### config.mk
export PLATFORM = sky130hd
export DESIGN_NAME = flac_replaygain_tag_scanner
export DESIGN_NICKNAME = d
export VERILOG_FILES = /design/src/rtl/core/frgts_pkg.sv /design/src/rtl/core/frgts_in_reg.sv /design/src/rtl/core/frgts_parser.sv /design/src/rtl/core/frgts_out_reg.sv /design/src/rtl/core/flac_replaygain_tag_scanner.sv
export VERILOG_INCLUDE_DIRS = /design/src /design/src/rtl/core
export SDC_FILE = /design/constraint.sdc
export NUM_CORES = 1
export LEC_CHECK = 0
export ABC_AREA = 1
export BUFFER_PORTS_ARGS = -buffer_cell sky130_fd_sc_hd__clkbuf_2
export CAP_MARGIN = 20
export CORE_MARGIN = 4
export CORE_UTILIZATION = 34
export CTS_BUF_LIST = sky130_fd_sc_hd__clkbuf_8
export CTS_CLUSTER_DIAMETER = 50
export DETAILED_ROUTE_END_ITERATION = 8
export HOLD_SLACK_MARGIN = 0.06
export MAX_ROUTING_LAYER = met4
export PLACE_DENSITY = 0.46
export SYNTH_ARGS = -nofsm -noshare
export SYNTH_HDL_FRONTEND = slang
export SYNTH_SLANG_ARGS = --single-unit
### constraint.sdc
create_clock -name clk -period 16.8 [get_ports clk]
set_input_delay 0 -clock clk [delete_from_list [all_inputs] [get_ports clk]]
set_output_delay 0 -clock clk [all_outputs]
set_load 0.01 [all_outputs]
### src/rtl/core/assert_macros.svh
// Assertion macros used by the scanner top level.
`ifndef ASSERT_MACROS_SVH
`define ASSERT_MACROS_SVH

// Same-cycle implication, checked on the rising edge of clk outside reset.
`define FRGTS_ASSERT_IMP(lbl, ante, cons, msg) \
  lbl: assert property (@(posedge clk) disable iff (!rst_n) (ante) |-> (cons)) \
    else $error(msg);

// Next-cycle implication, checked on the rising edge of clk outside reset.
`define FRGTS_ASSERT_NXT(lbl, ante, cons, msg) \
  lbl: assert property (@(posedge clk) disable iff (!rst_n) (ante) |=> (cons)) \
    else $error(msg);

`endif

### src/rtl/core/frgts_pkg.sv
// Types, constants and character tables of the replay gain tag scanner.
`timescale 1ns / 1ps

package frgts_pkg;

  typedef enum logic [3:0] {
    PH_IDLE,
    PH_MARKER,
    PH_HEADER,
    PH_SKIP,
    PH_VLEN,
    PH_VENDOR,
    PH_COUNT,
    PH_CLEN,
    PH_KEY,
    PH_VLEAD,
    PH_VSIGN,
    PH_VINT,
    PH_VFRAC,
    PH_VSTOP,
    PH_DONE
  } phase_t;

  localparam logic [1:0] REASON_DONE       = 2'd0;
  localparam logic [1:0] REASON_NO_COMMENT = 2'd1;
  localparam logic [1:0] REASON_BAD_MARKER = 2'd2;
  localparam logic [1:0] REASON_TRUNCATED  = 2'd3;

  localparam logic [4:0]  KEY_LEN            = 5'd22;
  localparam logic [14:0] GAIN_MAX           = 15'd32767;
  localparam logic [6:0]  VORBIS_COMMENT_TYPE = 7'd4;

  typedef struct packed {
    phase_t        phase;
    logic [4:0]    idx;
    logic          last_blk;
    logic [23:0]   block_rem;
    logic [31:0]   len_acc;
    logic [31:0]   comments_left;
    logic [31:0]   comment_rem;
    logic          key_match;
    logic          val_sign;
    logic [14:0]   val_acc;
    logic [1:0]    frac_seen;
    logic [15:0]   kept_gain;
    logic          kept_found;
  } scan_state_t;

  typedef struct packed {
    logic       valid;
    logic [7:0] data;
    logic       first;
    logic       last;
  } hold_t;

  typedef struct packed {
    logic signed [15:0] gain;
    logic               found;
    logic [1:0]         reason;
  } result_t;

  typedef struct packed {
    logic   emit;
    phase_t phase;
  } parse_status_t;

  function automatic logic [7:0] marker_char(input logic [1:0] i);
    logic [7:0] c;
    unique case (i)
      2'd0: c = "f";
      2'd1: c = "L";
      2'd2: c = "a";
      2'd3: c = "C";
    endcase
    return c;
  endfunction

  function automatic logic [7:0] key_char(input logic [4:0] i);
    logic [7:0] c;
    unique case (i)
      5'd0:  c = "R";
      5'd1:  c = "E";
      5'd2:  c = "P";
      5'd3:  c = "L";
      5'd4:  c = "A";
      5'd5:  c = "Y";
      5'd6:  c = "G";
      5'd7:  c = "A";
      5'd8:  c = "I";
      5'd9:  c = "N";
      5'd10: c = "_";
      5'd11: c = "T";
      5'd12: c = "R";
      5'd13: c = "A";
      5'd14: c = "C";
      5'd15: c = "K";
      5'd16: c = "_";
      5'd17: c = "G";
      5'd18: c = "A";
      5'd19: c = "I";
      5'd20: c = "N";
      5'd21: c = "=";
      default: c = 8'h00;
    endcase
    return c;
  endfunction

endpackage

### src/rtl/core/frgts_in_reg.sv
// Input holding register between the byte stream and the parser.
`timescale 1ns / 1ps

module frgts_in_reg
  import frgts_pkg::*;
(
  input  logic       clk,
  input  logic       rst_n,
  input  logic       in_tvalid,
  output logic       in_tready,
  input  logic [7:0] in_tdata,   // data_byte
  input  logic       in_tuser,   // first_byte
  input  logic       in_tlast,   // stream_end
  input  logic       advance,
  output hold_t      hold
);

  logic       valid_r, valid_nxt;
  logic [7:0] data_r;
  logic       first_r;
  logic       last_r;
  logic       take;

  // The slot is free when empty or when its item moves on in this cycle.
  assign in_tready = !valid_r || advance;
  assign take      = in_tvalid && in_tready;

  always_comb begin
    valid_nxt = valid_r;
    if (take) begin
      valid_nxt = 1'b1;
    end else if (advance) begin
      valid_nxt = 1'b0;
    end
  end

  always_ff @(posedge clk) begin
    if (!rst_n) begin
      valid_r <= 1'b0;
    end else begin
      valid_r <= valid_nxt;
    end
  end

  always_ff @(posedge clk) begin
    if (take) begin
      data_r  <= in_tdata;
      first_r <= in_tuser;
      last_r  <= in_tlast;
    end
  end

  assign hold = '{valid: valid_r, data: data_r, first: first_r, last: last_r};

endmodule

### src/rtl/core/frgts_parser.sv
// Scan state register and the per-byte next-state logic of the tag scanner.
`timescale 1ns / 1ps

module frgts_parser
  import frgts_pkg::*;
(
  input  logic          clk,
  input  logic          rst_n,
  input  hold_t         hold,
  input  logic          advance,
  output parse_status_t status,
  output result_t       result
);

  scan_state_t state_r, st_nxt;
  scan_state_t cur;
  logic [7:0]  b;
  logic [23:0] br_dec;
  logic [31:0] cr_dec;
  logic [4:0]  idx_inc;
  logic [31:0] byte_le;
  logic [31:0] len_le;
  logic [31:0] cnt_le;
  logic [7:0]  k_char;
  logic        k_hit;
  logic        digit;
  logic [3:0]  dval;
  logic [18:0] int_sum;
  logic [14:0] int_sat;
  logic [6:0]  frac_add;
  logic [15:0] frac_sum;
  logic [14:0] frac_sat;
  logic [14:0] num_acc;
  phase_t      num_phase;
  logic        ws;
  logic [15:0] gain_mag;
  logic        emit;
  logic [1:0]  reason;

  assign b = hold.data;

  // A first byte starts from a cleared scan in the marker phase.
  always_comb begin
    cur = state_r;
    if (hold.first) begin
      cur       = '0;
      cur.phase = PH_MARKER;
    end
  end

  assign br_dec  = cur.block_rem - 24'd1;
  assign cr_dec  = cur.comment_rem - 32'd1;
  assign idx_inc = cur.idx + 5'd1;

  // Little-endian fields take the byte at the lane given by the byte index.
  always_comb begin
    unique case (cur.idx[1:0])
      2'd0: byte_le = {24'd0, b};
      2'd1: byte_le = {16'd0, b, 8'd0};
      2'd2: byte_le = {8'd0, b, 16'd0};
      2'd3: byte_le = {b, 24'd0};
    endcase
  end

  assign len_le = cur.len_acc | byte_le;
  assign cnt_le = cur.comments_left | byte_le;

  assign k_char = key_char(cur.idx);
  assign k_hit  = (b == k_char) ||
                  ((k_char >= "A") && (k_char <= "Z") && (b == (k_char + 8'd32)));

  assign digit = (b >= "0") && (b <= "9");
  assign dval  = b[3:0];
  assign ws    = (b == 8'h20) || ((b >= 8'h09) && (b <= 8'h0D));

  assign int_sum  = 19'(cur.val_acc) * 19'd10 + 19'(dval) * 19'd100;
  assign int_sat  = (int_sum > 19'(GAIN_MAX)) ? GAIN_MAX : int_sum[14:0];
  assign frac_add = (cur.frac_seen == 2'd0) ? 7'(dval) * 7'd10 : 7'(dval);
  assign frac_sum = 16'(cur.val_acc) + 16'(frac_add);
  assign frac_sat = (frac_sum > 16'(GAIN_MAX)) ? GAIN_MAX : frac_sum[14:0];

  always_comb begin
    num_acc = cur.val_acc;
    if (digit) begin
      num_acc   = int_sat;
      num_phase = PH_VINT;
    end else if (b == ".") begin
      num_phase = PH_VFRAC;
    end else begin
      num_phase = PH_VSTOP;
    end
  end

  always_comb begin
    st_nxt   = cur;
    emit     = 1'b0;
    reason   = REASON_DONE;
    gain_mag = '0;
    unique case (cur.phase)
      PH_MARKER: begin
        if (b != marker_char(cur.idx[1:0])) begin
          emit   = 1'b1;
          reason = REASON_BAD_MARKER;
        end else if (cur.idx[1:0] == 2'd3) begin
          st_nxt.phase   = PH_HEADER;
          st_nxt.idx     = '0;
          st_nxt.len_acc = '0;
        end else begin
          st_nxt.idx = idx_inc;
        end
      end
      PH_HEADER: begin
        st_nxt.len_acc = {cur.len_acc[23:0], b};
        if (cur.idx[1:0] == 2'd3) begin
          st_nxt.last_blk  = cur.len_acc[23];
          st_nxt.block_rem = {cur.len_acc[15:0], b};
          st_nxt.idx       = '0;
          st_nxt.len_acc   = '0;
          if (cur.len_acc[22:16] == VORBIS_COMMENT_TYPE) begin
            if ({cur.len_acc[15:0], b} < 24'd4) begin
              emit = 1'b1;
            end else begin
              st_nxt.phase = PH_VLEN;
            end
          end else if ({cur.len_acc[15:0], b} == 24'd0) begin
            // An empty block that is not the last one leads to the next header.
            if (cur.len_acc[23]) begin
              emit   = 1'b1;
              reason = REASON_NO_COMMENT;
            end
          end else begin
            st_nxt.phase = PH_SKIP;
          end
        end else begin
          st_nxt.idx = idx_inc;
        end
      end
      PH_SKIP: begin
        st_nxt.block_rem = br_dec;
        if (br_dec == 24'd0) begin
          if (cur.last_blk) begin
            emit   = 1'b1;
            reason = REASON_NO_COMMENT;
          end else begin
            st_nxt.phase   = PH_HEADER;
            st_nxt.idx     = '0;
            st_nxt.len_acc = '0;
          end
        end
      end
      PH_VLEN: begin
        st_nxt.block_rem = br_dec;
        st_nxt.len_acc   = len_le;
        st_nxt.idx       = idx_inc;
        if (cur.idx[1:0] == 2'd3) begin
          if (len_le > {8'd0, br_dec}) begin
            emit = 1'b1;
          end else if (len_le == 32'd0) begin
            if (br_dec < 24'd4) begin
              emit = 1'b1;
            end else begin
              st_nxt.phase         = PH_COUNT;
              st_nxt.idx           = '0;
              st_nxt.comments_left = '0;
            end
          end else begin
            st_nxt.comment_rem = len_le;
            st_nxt.phase       = PH_VENDOR;
          end
        end
      end
      PH_VENDOR: begin
        st_nxt.block_rem   = br_dec;
        st_nxt.comment_rem = cr_dec;
        if (cr_dec == 32'd0) begin
          if (br_dec < 24'd4) begin
            emit = 1'b1;
          end else begin
            st_nxt.phase         = PH_COUNT;
            st_nxt.idx           = '0;
            st_nxt.comments_left = '0;
          end
        end
      end
      PH_COUNT: begin
        st_nxt.block_rem     = br_dec;
        st_nxt.comments_left = cnt_le;
        st_nxt.idx           = idx_inc;
        if (cur.idx[1:0] == 2'd3) begin
          if ((cnt_le == 32'd0) || (br_dec < 24'd4)) begin
            emit = 1'b1;
          end else begin
            st_nxt.phase   = PH_CLEN;
            st_nxt.idx     = '0;
            st_nxt.len_acc = '0;
          end
        end
      end
      PH_CLEN: begin
        st_nxt.block_rem = br_dec;
        st_nxt.len_acc   = len_le;
        st_nxt.idx       = idx_inc;
        if (cur.idx[1:0] == 2'd3) begin
          if (len_le > {8'd0, br_dec}) begin
            emit = 1'b1;
          end else begin
            st_nxt.comments_left = cur.comments_left - 32'd1;
            st_nxt.comment_rem   = len_le;
            st_nxt.key_match     = (len_le >= 32'(KEY_LEN));
            st_nxt.idx           = '0;
            st_nxt.val_sign      = 1'b0;
            st_nxt.val_acc       = '0;
            st_nxt.frac_seen     = '0;
            if (len_le == 32'd0) begin
              // An empty comment ends at once and cannot carry the key.
              if ((cur.comments_left == 32'd1) || (br_dec < 24'd4)) begin
                emit = 1'b1;
              end else begin
                st_nxt.phase   = PH_CLEN;
                st_nxt.idx     = '0;
                st_nxt.len_acc = '0;
              end
            end else if (len_le >= 32'(KEY_LEN)) begin
              st_nxt.phase = PH_KEY;
            end else begin
              st_nxt.phase = PH_VSTOP;
            end
          end
        end
      end
      PH_KEY, PH_VLEAD, PH_VSIGN, PH_VINT, PH_VFRAC, PH_VSTOP: begin
        st_nxt.block_rem   = br_dec;
        st_nxt.comment_rem = cr_dec;
        unique case (cur.phase)
          PH_KEY: begin
            if (!k_hit) begin
              st_nxt.key_match = 1'b0;
              st_nxt.phase     = PH_VSTOP;
            end else begin
              st_nxt.idx = idx_inc;
              if (idx_inc >= KEY_LEN) begin
                st_nxt.phase = PH_VLEAD;
              end
            end
          end
          PH_VLEAD: begin
            if (ws) begin
              st_nxt.phase = PH_VLEAD;
            end else if ((b == "+") || (b == "-")) begin
              st_nxt.val_sign = (b == "-");
              st_nxt.phase    = PH_VSIGN;
            end else begin
              st_nxt.val_acc = num_acc;
              st_nxt.phase   = num_phase;
            end
          end
          PH_VSIGN, PH_VINT: begin
            st_nxt.val_acc = num_acc;
            st_nxt.phase   = num_phase;
          end
          PH_VFRAC: begin
            if (!digit) begin
              st_nxt.phase = PH_VSTOP;
            end else if (!cur.frac_seen[1]) begin
              st_nxt.val_acc   = frac_sat;
              st_nxt.frac_seen = cur.frac_seen + 2'd1;
            end
          end
          default: begin
            st_nxt.phase = cur.phase;
          end
        endcase
        if (cr_dec == 32'd0) begin
          // The comment is complete: keep its value if the whole key matched.
          if (st_nxt.key_match && (st_nxt.phase != PH_KEY)) begin
            gain_mag          = {1'b0, st_nxt.val_acc};
            st_nxt.kept_gain  = st_nxt.val_sign ? (16'd0 - gain_mag) : gain_mag;
            st_nxt.kept_found = 1'b1;
          end
          if ((cur.comments_left == 32'd0) || (br_dec < 24'd4)) begin
            emit = 1'b1;
          end else begin
            st_nxt.phase   = PH_CLEN;
            st_nxt.idx     = '0;
            st_nxt.len_acc = '0;
          end
        end
      end
      default: begin
        st_nxt = cur;
      end
    endcase
    if (!emit && hold.last && (st_nxt.phase != PH_IDLE) && (st_nxt.phase != PH_DONE)) begin
      emit   = 1'b1;
      reason = REASON_TRUNCATED;
    end
    if (emit) begin
      st_nxt.phase = PH_DONE;
    end
  end

  // The all-zero state is the idle phase with every counter cleared.
  always_ff @(posedge clk) begin
    if (!rst_n) begin
      state_r <= '0;
    end else if (advance) begin
      state_r <= st_nxt;
    end
  end

  assign status = '{emit: hold.valid && emit, phase: state_r.phase};

  assign result.gain   = (reason == REASON_DONE) ? st_nxt.kept_gain : 16'sd0;
  assign result.found  = (reason == REASON_DONE) ? st_nxt.kept_found : 1'b0;
  assign result.reason = reason;

endmodule

### src/rtl/core/frgts_out_reg.sv
// Result register that drives the output stream.
`timescale 1ns / 1ps

module frgts_out_reg
  import frgts_pkg::*;
(
  input  logic        clk,
  input  logic        rst_n,
  input  logic        load,
  input  result_t     result,
  output logic        free,
  output logic        out_tvalid,
  input  logic        out_tready,
  output logic [15:0] out_tdata,  // gain_centi_db
  output logic [2:0]  out_tuser   // tag_found, end_reason
);

  logic    valid_r, valid_nxt;
  result_t data_r;

  assign free = !valid_r || out_tready;

  always_comb begin
    valid_nxt = valid_r;
    if (load) begin
      valid_nxt = 1'b1;
    end else if (out_tready) begin
      valid_nxt = 1'b0;
    end
  end

  always_ff @(posedge clk) begin
    if (!rst_n) begin
      valid_r <= 1'b0;
    end else begin
      valid_r <= valid_nxt;
    end
  end

  always_ff @(posedge clk) begin
    if (load) begin
      data_r <= result;
    end
  end

  assign out_tvalid = valid_r;
  assign out_tdata  = data_r.gain;
  assign out_tuser  = {data_r.reason, data_r.found};

endmodule

### src/rtl/core/flac_replaygain_tag_scanner.sv
// Top level of the FLAC replay gain tag scanner.
// The block takes a FLAC file as a stream of bytes, one item per byte, with
// in_tuser marking the first byte of a file and in_tlast its last byte. It
// checks the marker, skips metadata blocks up to the Vorbis comment block,
// and parses the last REPLAYGAIN_TRACK_GAIN= comment (any letter case) into
// signed hundredths of a dB, saturated at 32767 in magnitude. At most one
// result item comes per file that starts with a first byte, when the scan
// ends: on the comment block's end, on the last block, on a bad marker or on
// a truncated stream; bytes after that are dropped until the next first byte.
// Throughput is one byte per clock cycle unless the input stalls; the parser
// updates the scan state once per byte, and a result is formed from the held
// byte that ends the scan and registered in the result register. Input stalls
// only while a result item is waiting and the held byte would end a scan.
`timescale 1ns / 1ps
`include "assert_macros.svh"

module flac_replaygain_tag_scanner
  import frgts_pkg::*;
(
  input  logic        clk,
  input  logic        rst_n,
  input  logic        in_tvalid,
  output logic        in_tready,
  input  logic [7:0]  in_tdata,   // data_byte
  input  logic        in_tuser,   // first_byte
  input  logic        in_tlast,   // stream_end
  output logic        out_tvalid,
  input  logic        out_tready,
  output logic [15:0] out_tdata,  // gain_centi_db
  output logic [2:0]  out_tuser   // tag_found, end_reason
);

  hold_t         hold;
  parse_status_t status;
  result_t       result;
  logic          out_free;
  logic          advance;
  logic          load;

  // A held byte moves on unless its result would overwrite a waiting one.
  assign advance = hold.valid && (out_free || !status.emit);
  assign load    = advance && status.emit;

  frgts_in_reg u_in_reg (
    .clk       (clk),
    .rst_n     (rst_n),
    .in_tvalid (in_tvalid),
    .in_tready (in_tready),
    .in_tdata  (in_tdata),
    .in_tuser  (in_tuser),
    .in_tlast  (in_tlast),
    .advance   (advance),
    .hold      (hold)
  );

  frgts_parser u_parser (
    .clk     (clk),
    .rst_n   (rst_n),
    .hold    (hold),
    .advance (advance),
    .status  (status),
    .result  (result)
  );

  frgts_out_reg u_out_reg (
    .clk        (clk),
    .rst_n      (rst_n),
    .load       (load),
    .result     (result),
    .free       (out_free),
    .out_tvalid (out_tvalid),
    .out_tready (out_tready),
    .out_tdata  (out_tdata),
    .out_tuser  (out_tuser)
  );

  `FRGTS_ASSERT_IMP(a_no_overwrite, load, out_free, "result loaded over a waiting item")
  `FRGTS_ASSERT_NXT(a_done_after_emit, load, status.phase == PH_DONE, "scan not done after result")
  `FRGTS_ASSERT_IMP(a_quiet_when_idle, advance && !hold.first && ((status.phase == PH_IDLE) || (status.phase == PH_DONE)), !status.emit, "result without a running scan")
  `FRGTS_ASSERT_IMP(a_zero_on_failure, out_tvalid && (out_tuser[2:1] != REASON_DONE), (out_tdata == 16'd0) && !out_tuser[0], "gain reported on a failed scan")

endmodule

== Yosys cells after proc, flatten, opt, wreduce, memory -nomap -nowiden ==
Memories as Yosys holds them, arrays and structs flattened.
Cells that the tools add are included.

* Input port bits: 14
* Memory bits (writable): 0
* Bits in read-only memories: 224
* Bits in latches: 0
* Bits in registers: 197
* Word-level logic and storage cells: 242
* Output and inout port bits: 21
* Memories kept: 1

{| class="wikitable"
|+ Memory list
! memory !! words !! width !! rd ports !! clocked after Yosys merged registers in !! write ports !! RTL line !! source
|-
| (no name shown) || 32 || 7 || 1 || 0 || 0 || frgts_pkg.sv:80 || <nowiki>unique case (i)</nowiki>
|}

* Bitwise logic cells: 2
* Div/mod/pow operators: 0
* Muxes and demuxes: 125
* Add/sub/neg operators: 9
* Reduce and logical (&&, ||, !) cells: 41
* Magnitude comparators: 13
* Shift operators: 0
* Equal/unequal tests: 27
* $mul: 3

{| class="wikitable"
|+ Operators with widths
! operator !! number
|-
| $mux W32 || 14
|-
| $pmux W32 S4 || 2
|-
| $mux W115 || 2
|-
| $pmux W32 S7 || 1
|-
| $mux W166 || 1
|-
| $mux W9 || 15
|-
| $logic_not A32 Y1 || 4
|-
| $mux W64 || 2
|-
| $pmux W32 S3 || 1
|-
| $mux W17 || 5
|-
| $mux W15 || 5
|-
| $pmux W9 S8 || 1
|-
| $or A32 B32 Y32 || 2
|-
| $sub A32 B1 Y32 const B || 2
|-
| $mux W4 || 15
|-
| $mux W57 || 1
|-
| $logic_not A24 Y1 || 2
|-
| $lt A24 B3 Y1 const B || 2
|-
| $pmux W24 S2 || 1
|-
| $pmux W15 S3 || 1
|-
| $mux W1 || 38
|-
| $pmux W19 S2 || 1
|-
| $eq A32 B1 Y1 const B || 1
|-
| $eq A8 B6 Y1 const B || 4
|-
| 51 further kinds || 97
|}

== Depth between registers and ports, before layout ==
Gate-level depths: netlist of the first run.
An unclocked memory read counts as a cell.

* Depth after elaboration: 23
* Gate-level depth with buffers: 42
* Gate-level depth less buffers: 37

== Cells and area by module ==
Synthesis of the first run repeated with hierarchy kept, for this count alone.

* Cells, all modules: 3468
* Area, all modules: 20651.1 sq um

{| class="wikitable"
|+ By module, submodules not included
! module !! area each (sq um) !! seq. area each (sq um) !! times used !! cells an instance
|-
| frgts_parser || 19635.1 || 3323.2 || 1 || 3418
|-
| frgts_out_reg || 616.8 || 590.6 || 1 || 25
|-
| frgts_in_reg || 374.1 || 320.3 || 1 || 20
|-
| flac_replaygain_tag_scanner || 25.0 || 0.0 || 1 || 5
|}

== Worst setup path after synthesis of the first run ==
Ideal clock, no wire load.

* Kind: flip-flop to flip-flop
* Start point: reg u_in_reg.first_r
* End point: reg u_out_reg.data_r (netlist bit u_out_reg.out_tdata[14]) (data pin)
* Arrival time: 5.420 ns
* Setup slack: 11.110 ns
* Setup time: 0.270 ns
* Path buffers: 6
* Data required time: 16.530 ns
* Clock period less this slack: 5.690 ns
* Cell stages (with the launch flop): 39
* Cells stage by stage: edfxtp_1 buf_2 buf_4 buf_2 buf_2 clkbuf_1 nor2_1 ha_1 ha_1 fa_1 nand2_1 nand2_1 nand2_1 o21ai_0 xor2_1 ha_1 nand2_1 nor2_1 [3 not listed] nor2_1 nand2_1 nand2_1 nand2_1 nand2_1 buf_2 nand3_1 nand2_1 nand2_1 inv_1 ha_1 nand3_1 nor2_1 nand2_1 nand2_1 nand3_1 nand3_1 a21oi_1

* Cells in the longest elaborated chain, start to end: 17
* Elaborated cells between the ends (all ways): 150
* Those cells by class: add/sub: 7; mul: 1; order compare: 9; eq/ne: 23; mux: 84; bitwise: 2; reduce/logical: 23; memory: 1

{| class="wikitable"
|+ RTL lines
! what !! RTL line !! source
|-
| start, declared || frgts_in_reg.sv:20 || <nowiki>logic first_r;</nowiki>
|-
| start signal, assigned || frgts_in_reg.sv:48 || <nowiki>first_r <= in_tuser;</nowiki>
|-
| $mux W166 * || frgts_parser.sv:45 || <nowiki>if (hold.first) begin</nowiki>
|-
| parallel branches: the longest is 16 deep, another holds $add A19 B11 Y19 || n/a ||
|-
| end signal, assigned || frgts_out_reg.sv:42 || <nowiki>data_r <= result;</nowiki>
|-
| end, declared || frgts_out_reg.sv:19 || <nowiki>result_t data_r;</nowiki>
|}

Mark *: on every way between the ends. The select of a mux whose other input is x is not followed.
A chain may end at the register's enable or synchronous reset.

== Worst setup path in the final report of the first run ==
* Start point: reg u_in_reg.first_r
* End point: reg u_parser.state_r[29] (netlist bit)

* Cells in the longest elaborated chain, start to end: 20
* Elaborated cells between the ends (all ways): 135
* Those cells by class: add/sub: 6; mul: 1; order compare: 9; eq/ne: 22; mux: 69; bitwise: 2; reduce/logical: 25; memory: 1

{| class="wikitable"
|+ RTL lines
! what !! RTL line !! source
|-
| $mux W166 * || frgts_parser.sv:45 ||
|-
| parallel branches: the longest is 19 deep, another holds $add A19 B11 Y19 || n/a ||
|-
| end signal, assigned || frgts_parser.sv:307 || <nowiki>state_r <= st_nxt;</nowiki>
|-
| end, declared || frgts_parser.sv:15 || <nowiki>scan_state_t state_r, st_nxt;</nowiki>
|}

Marked as above.

==> results of run 1 <==
[report_power, final]
| part | total [uW] | internal [uW] | switching [uW] |
|---|---|---|---|
| clock network | 343 | 111 | 232 |
| registers | 527 | 509 | 17.9 |
| logic | 639 | 180 | 459 |
[worst reg2reg max path: cells and delay by family (launching register included)]
family	cells	cell delay [ns]
adders and majority gates	2	1.04
AOI/OAI and AO/OA	3	0.70
and+or+nand+nor	15	3.13
buffers and inverters	9	3.13
DFF	1	0.34
[stage by stage]
stage	utilization [%]	hold WS (ns)
3_5_place_dp	35.9	0.179
6_report	36.8	0.117
4_1_cts	36.8	0.0841
3_3_place_gp	35.9	0.178
5_1_grt	36.8	0.111
2_1_floorplan	-	0.0989
[cell families after synthesis]
family,synth area share (%)
adders and majority gates,6.30
DFF,19.7
xor gates and xnor gates,3.43
AOI/OAI and AO/OA,22.0
buffers and inverters,11.6
and+or+nand+nor,37.0
[worst min-delay path by stage]
stage	cells past startpoint	to	slack, ns
finish	2	u_in_reg.data_r[1]	0.12
global route	2	u_in_reg.data_r[1]	0.11
CTS	2	u_in_reg.data_r[4]	0.08
detailed placement	1	u_in_reg.data_r[4]	0.18
global placement	1	u_in_reg.data_r[1]	0.18
floorplan	0	u_in_reg.data_r[0]	0.1
[metal layers]
| metal | track usage, % | vias to the layer above | share of wire, % |
|---|---|---|---|
| met1 | 42.0 | 11668 | 49 |
| met5 | - | - | 0 |
| li1 | - | 12308 | - |
| met4 | 6.96 | 0 | 2.2 |
| met2 | 39.7 | 1017 | 40 |
| met3 | 4.87 | 125 | 8.4 |
[flip-flops by register name, indices dropped and copies added, names as in the netlist]
name / flops
u_out_reg.out_tdata: 16
u_in_reg.last_r: 1
u_in_reg.first_r: 1
u_out_reg.out_tvalid: 1
u_parser.state_r: 162
u_in_reg.data_r: 8
u_parser.status: 4
u_in_reg.valid_r: 1
u_out_reg.out_tuser: 3
[layout make-up]
type	count	area share, %
Multi-Input combinational cell	2929	64.7
Sequential cell	197	18.5
Inverter	451	7.42
Tap cell	837	4.58
Timing Repair Buffer	96	2.96
Clock buffer	17	1.02
Clock inverter	15	0.728
Antenna cell	4	0.0438
[cells in the final DEF, fill, tap and decap left out, drive strengths merged, types with 6 or more instances in the layout]
cell type,count
o211ai,83
xnor2,14
clkinv,18
o221ai,15
nor2,622
xor2,70
a21oi,280
nand2,926
nor3,69
o22ai,41
a21boi,6
o21ai,319
dlygate4sd3,15
o2111ai,33
nand3b,8
dfxtp,168
ha,100
nor4,18
a221oi,19
nand3,199
nand4,60
inv,446
edfxtp,29
or2,12
clkbuf,50
buf,48
==> flow_summary.toml, run 1 <==
[outcome]
status = "complete, no violations"

[detailed_routing]
drc = 0
via_count = 25118
detailedRoute.firstPassIterationCount = 5
vias_per_cell = 5.53
ant_nets = 0
wire_per_inst_um = 20.8
wl_mm = 94.3
drt_iter0_drc = 2816

[power_and_ir_drop]
leakage_uw = 0.0109
ir_worst_vdd_v = 0.0000639
powerDensity_mw_per_mm2 = 66.0
power_uw = 1510

[logic_synthesis]
async_flop_share_pct = 0
syn_inst = 3746
yosysWarnings = 0
synth_top_area_cell = "nand2_1"
synth_area_per_cell_um2 = 5.73
synth_area_mm2 = 0.0215
synth_area_leaders = "nand2_1, dfxtp_1, nor2_1"
synth_edf_count = 29
synth_seq_cells = 197
ys_types = 58
synth_most_common_cell = "nand2_1"
yosysSeqAreaShare_pct = 19.7
synth_common_cells = "nand2_1, nor2_1, inv_1"
synth_top_cell_area_share_pct = 16.0
syn-num-nets = 3865
synthFlopType = "dfxtp_1"

[layout]
fill_cells = 7153
area_growth_pct = 6.51
layout.nets = 3811
seq_area_mm2 = 0.00423
postLayoutCellArea_mm2 = 0.0229
final_cell_count_no_fill = 4546
final_layout_size_suffix_gt1_share_pct = 5.05
multi_input_area_mm2 = 0.0148

[timing]
fin_crit_sh_pct = 50.2
period_needed_ns = 8.43
slew_viol_final = 0
finalHoldViolations = 0
rsz0062_at_grt = "no"
clock_skew_ns = 0.0305
setup_ws_ns = 8.37
tightest_slew_ns = 1.10
setup_viol = 0
max_freq_mhz = 119
tns_ns = 0
slew_headroom_pct = 26.1

[setup_path]
r2r_cells = 29
endpoint = "u_parser.state_r[29]"
critPathSlowestCell = "ha_1"
max_stage_delay_ns = 0.71
end_kind = "flop"
ff2ff_setup_slack_ns = 8.37
path_buf_inv = 9
critPathArrivalTime_ns = 8.90
cp_top_family = "buffers and inverters"
crit_required_ns = 17.27
crit_path_max_fanout = 55
crit_top_cell = "nand2_1"
start_kind = "flop"
startpoint = "u_in_reg.first_r"
worst-path-stages = 29
timing.rr.start = "u_in_reg.first_r"
timing.rr.end = "u_parser.state_r[29]"
path_class = "reg -> reg"

[grt]
grt_pass1_wl_mm = 145
grt_util_all_layers_pct = 28.4
grt_max_degree = 99
grt_pass1_vias = 23063
grt_antenna_before_repair = 2
grt-ovfl-total = 0

[cts]
h-tree-depth = 4
postCtsResizedCells = 0
clock-root-buffer = "clkbuf_8"
clk_latency_ns = 0.60
postCtsSetupBuffers = 0
clockBufferDepth = 2
clk_pin_slew_worst_paths_ns = 0.13
cts-buffers-inserted = 17
cts_tree = "done"
hold_buffers = 15
cts_sinks = 197

[floorplanning]
fp-row-count = 91
start_util_pct = 34.6
fp.dieW_um = 259
dieArea_mm2 = 0.0672
die_h_um = 259
num_io_pins = 35
fp.coreArea_mm2 = 0.0621

[place]
hpwl_mm = 68.3
pre_cts_ws_ns = 8.59
portBuffers = 34
dp_cells = 4495
placed_cell_area_mm2 = 0.0223
place.gp.congestion = 0.992

[hold_path]
hold_class = "in -> reg"
hp-start = "in_tdata[1]"

[job]
cap_violations = 0
No activity file was read; power rests on OpenSTA's default activity.
==> inputs of run 2 (changes only) <==
==> constraint.sdc (replaced) <==
create_clock -name clk -period 8.2 [get_ports clk]
set_input_delay 0 -clock clk [delete_from_list [all_inputs] [get_ports clk]]
set_output_delay 0 -clock clk [all_outputs]
set_load 0.01 [all_outputs]
==> run 2 against run 1 <==
Fmax grew 14%. Non-clock buffer count is 5 higher. Highest routed layer unchanged. Cell count up 0.11%. Die area unchanged. Hold slack got worse by 0.016 ns. Flip-flop and latch count unchanged. Final area increased by 0.39%. Count of clock-buffer cells in the layout is the same. Critical path depth decreased by 1. Combinational power up 100%.
==> flow_summary.toml, run 2 (same netlist as run 1, synthesis figures left out) <==
[setup_path]
worst-path-stages = 28
r2r_cells = 28
ff2ff_setup_slack_ns = 0.81
crit_top_cell = "nand2_1"
cp_top_family = "simple AND/OR/NAND/NOR gates"
crit_path_max_fanout = 54
crit_required_ns = 8.71
path_buf_inv = 7
timing.rr.start = "u_in_reg.first_r"
end_kind = "flop"
critPathSlowestCell = "ha_1"
max_stage_delay_ns = 0.67
timing.rr.end = "u_parser.state_r[117]"
critPathArrivalTime_ns = 7.90
path_class = "reg -> reg"
start_kind = "flop"

[floorplanning]
dieArea_mm2 = 0.0672
fp-row-count = 91
die_h_um = 259
fp.dieW_um = 259
num_io_pins = 35
start_util_pct = 34.6
fp.coreArea_mm2 = 0.0621

[cts]
cts_tree = "done"
cts-buffers-inserted = 17
clk_pin_slew_worst_paths_ns = 0.14
clockBufferDepth = 2
h-tree-depth = 4
clk_latency_ns = 0.62
clock-root-buffer = "clkbuf_8"
postCtsSetupBuffers = 0
cts_sinks = 197

[grt]
grt_antenna_before_repair = 4
grt-ovfl-total = 0
grt_pass1_vias = 22842
grt_util_all_layers_pct = 28.3
grt_pass1_wl_mm = 143
grt_max_degree = 98

[detailed_routing]
ant_nets = 0
via_count = 25218
vias_per_cell = 5.54
wl_mm = 94.4
detailedRoute.firstPassIterationCount = 5
wire_per_inst_um = 20.8
drc = 0
drt_iter0_drc = 2842

[place]
place.gp.congestion = 0.967
portBuffers = 34
dp_cells = 4496
hpwl_mm = 69.3
placed_cell_area_mm2 = 0.0223
pre_cts_ws_ns = 1.18

[timing]
finalHoldViolations = 0
fin_crit_sh_pct = 90.1
tightest_slew_ns = 1.18
max_freq_mhz = 135
clock_skew_ns = 0.0386
rsz0062_at_grt = "no"
slew_viol_final = 0
setup_viol = 0
tns_ns = 0
period_needed_ns = 7.39
slew_headroom_pct = 20.2
setup_ws_ns = 0.810

[layout]
top_register = "u_parser.state_r"
postLayoutCellArea_mm2 = 0.0229
layout.nets = 3816
area_growth_pct = 6.93
final_layout_size_suffix_gt1_share_pct = 5.15
final_cell_count_no_fill = 4551
final_common_cell = "nand2_1"
layout_common_cells = "nand2_1, nor2_1, inv_1, o21ai_0, a21oi_1"
seq_area_mm2 = 0.00423
largest_reg_flops = 162
fill_cells = 7084
multi_input_area_mm2 = 0.0148

[power_and_ir_drop]
leakage_uw = 0.0110
ir_worst_vdd_v = 0.000126
powerDensity_mw_per_mm2 = 137

[job]
cap_violations = 0

[hold_path]
hp-start = "in_tdata[6]"
whs_path_depth = 2
min_to = "u_in_reg.data_r[6]"
hold_class = "in -> reg"

[outcome]
status = "complete, no violations"
## run 2: cell types whose count changed in the layout (fill, tap and decap cells not counted), moves of 2 or more
cell           change
inv_12             +5
dlygate4sd3_1      +3
clkinv_4           -2
clkinvlp_4         -2
## run 2: per-layer routing
layer / global-route usage, % / up-vias / share of wire, %
li1: - / 12306 / -
met1: 41.6 / 11712 / 49
met2: 38.9 / 1029 / 40
met3: 5.09 / 171 / 8.1
met4: 8.77 / 0 / 3.3
met5: - / - / 0
## run 2: worst max path at each step
| stage | startpoint | slack, ns | endpoint |
|---|---|---|---|
| after floorplan | u_in_reg.first_r | 2.51 | u_out_reg.out_tdata[14] |
| after global placement | u_in_reg.first_r | 1.51 | u_parser.state_r[29] |
| after detailed placement | u_in_reg.first_r | 1.18 | u_parser.state_r[18] |
| after CTS | u_in_reg.first_r | 1.13 | u_parser.state_r[18] |
| after global routing | u_in_reg.first_r | 0.34 | u_parser.state_r[117] |
| final | u_in_reg.first_r | 0.81 | u_parser.state_r[117] |
## run 2: stage by stage
stage	total power, uW	hold slack, ns	util, %
global route	3350	0.0958	37.0
finish	3150	0.101	37.0
global placement	2370	0.177	35.9
floorplan	1990	0.0989	-
detailed placement	2350	0.180	35.9
CTS	3140	0.0647	36.9
## run 2: worst reg2reg max path: cells and delay by family, from the launching register on
family,cells,cell delay (ns)
flops,1,0.41
fa+ha+maj,2,1.02
buf+inv,7,2.33
simple gates,16,2.52
compound gates,3,1.02
## run 2: repair_timing
action                                 in CTS  in global routing
resized for setup                           0                  0
endpoints found under the hold margin      74                  0
hold buffers                               18                  0
## run 2: report_power, final
| part | internal, uW | switching, uW | total (uW) |
|---|---|---|---|
| sequential | 1040 | 40.1 | 1080 |
| clock | 247 | 523 | 770 |
| combinational | 373 | 920 | 1290 |
| total | 1660 | 1480 | 3150 |
## run 2: cell type report
type | count | area share [%]
flip-flops and latches | 197 | 18.5
diodes | 4 | 0.0436
well taps | 837 | 4.56
clock buffers | 17 | 1.02
clock inverters | 15 | 0.927
repair buffers | 101 | 3.16
multi-input cells | 2929 | 64.4
inverters | 451 | 7.39
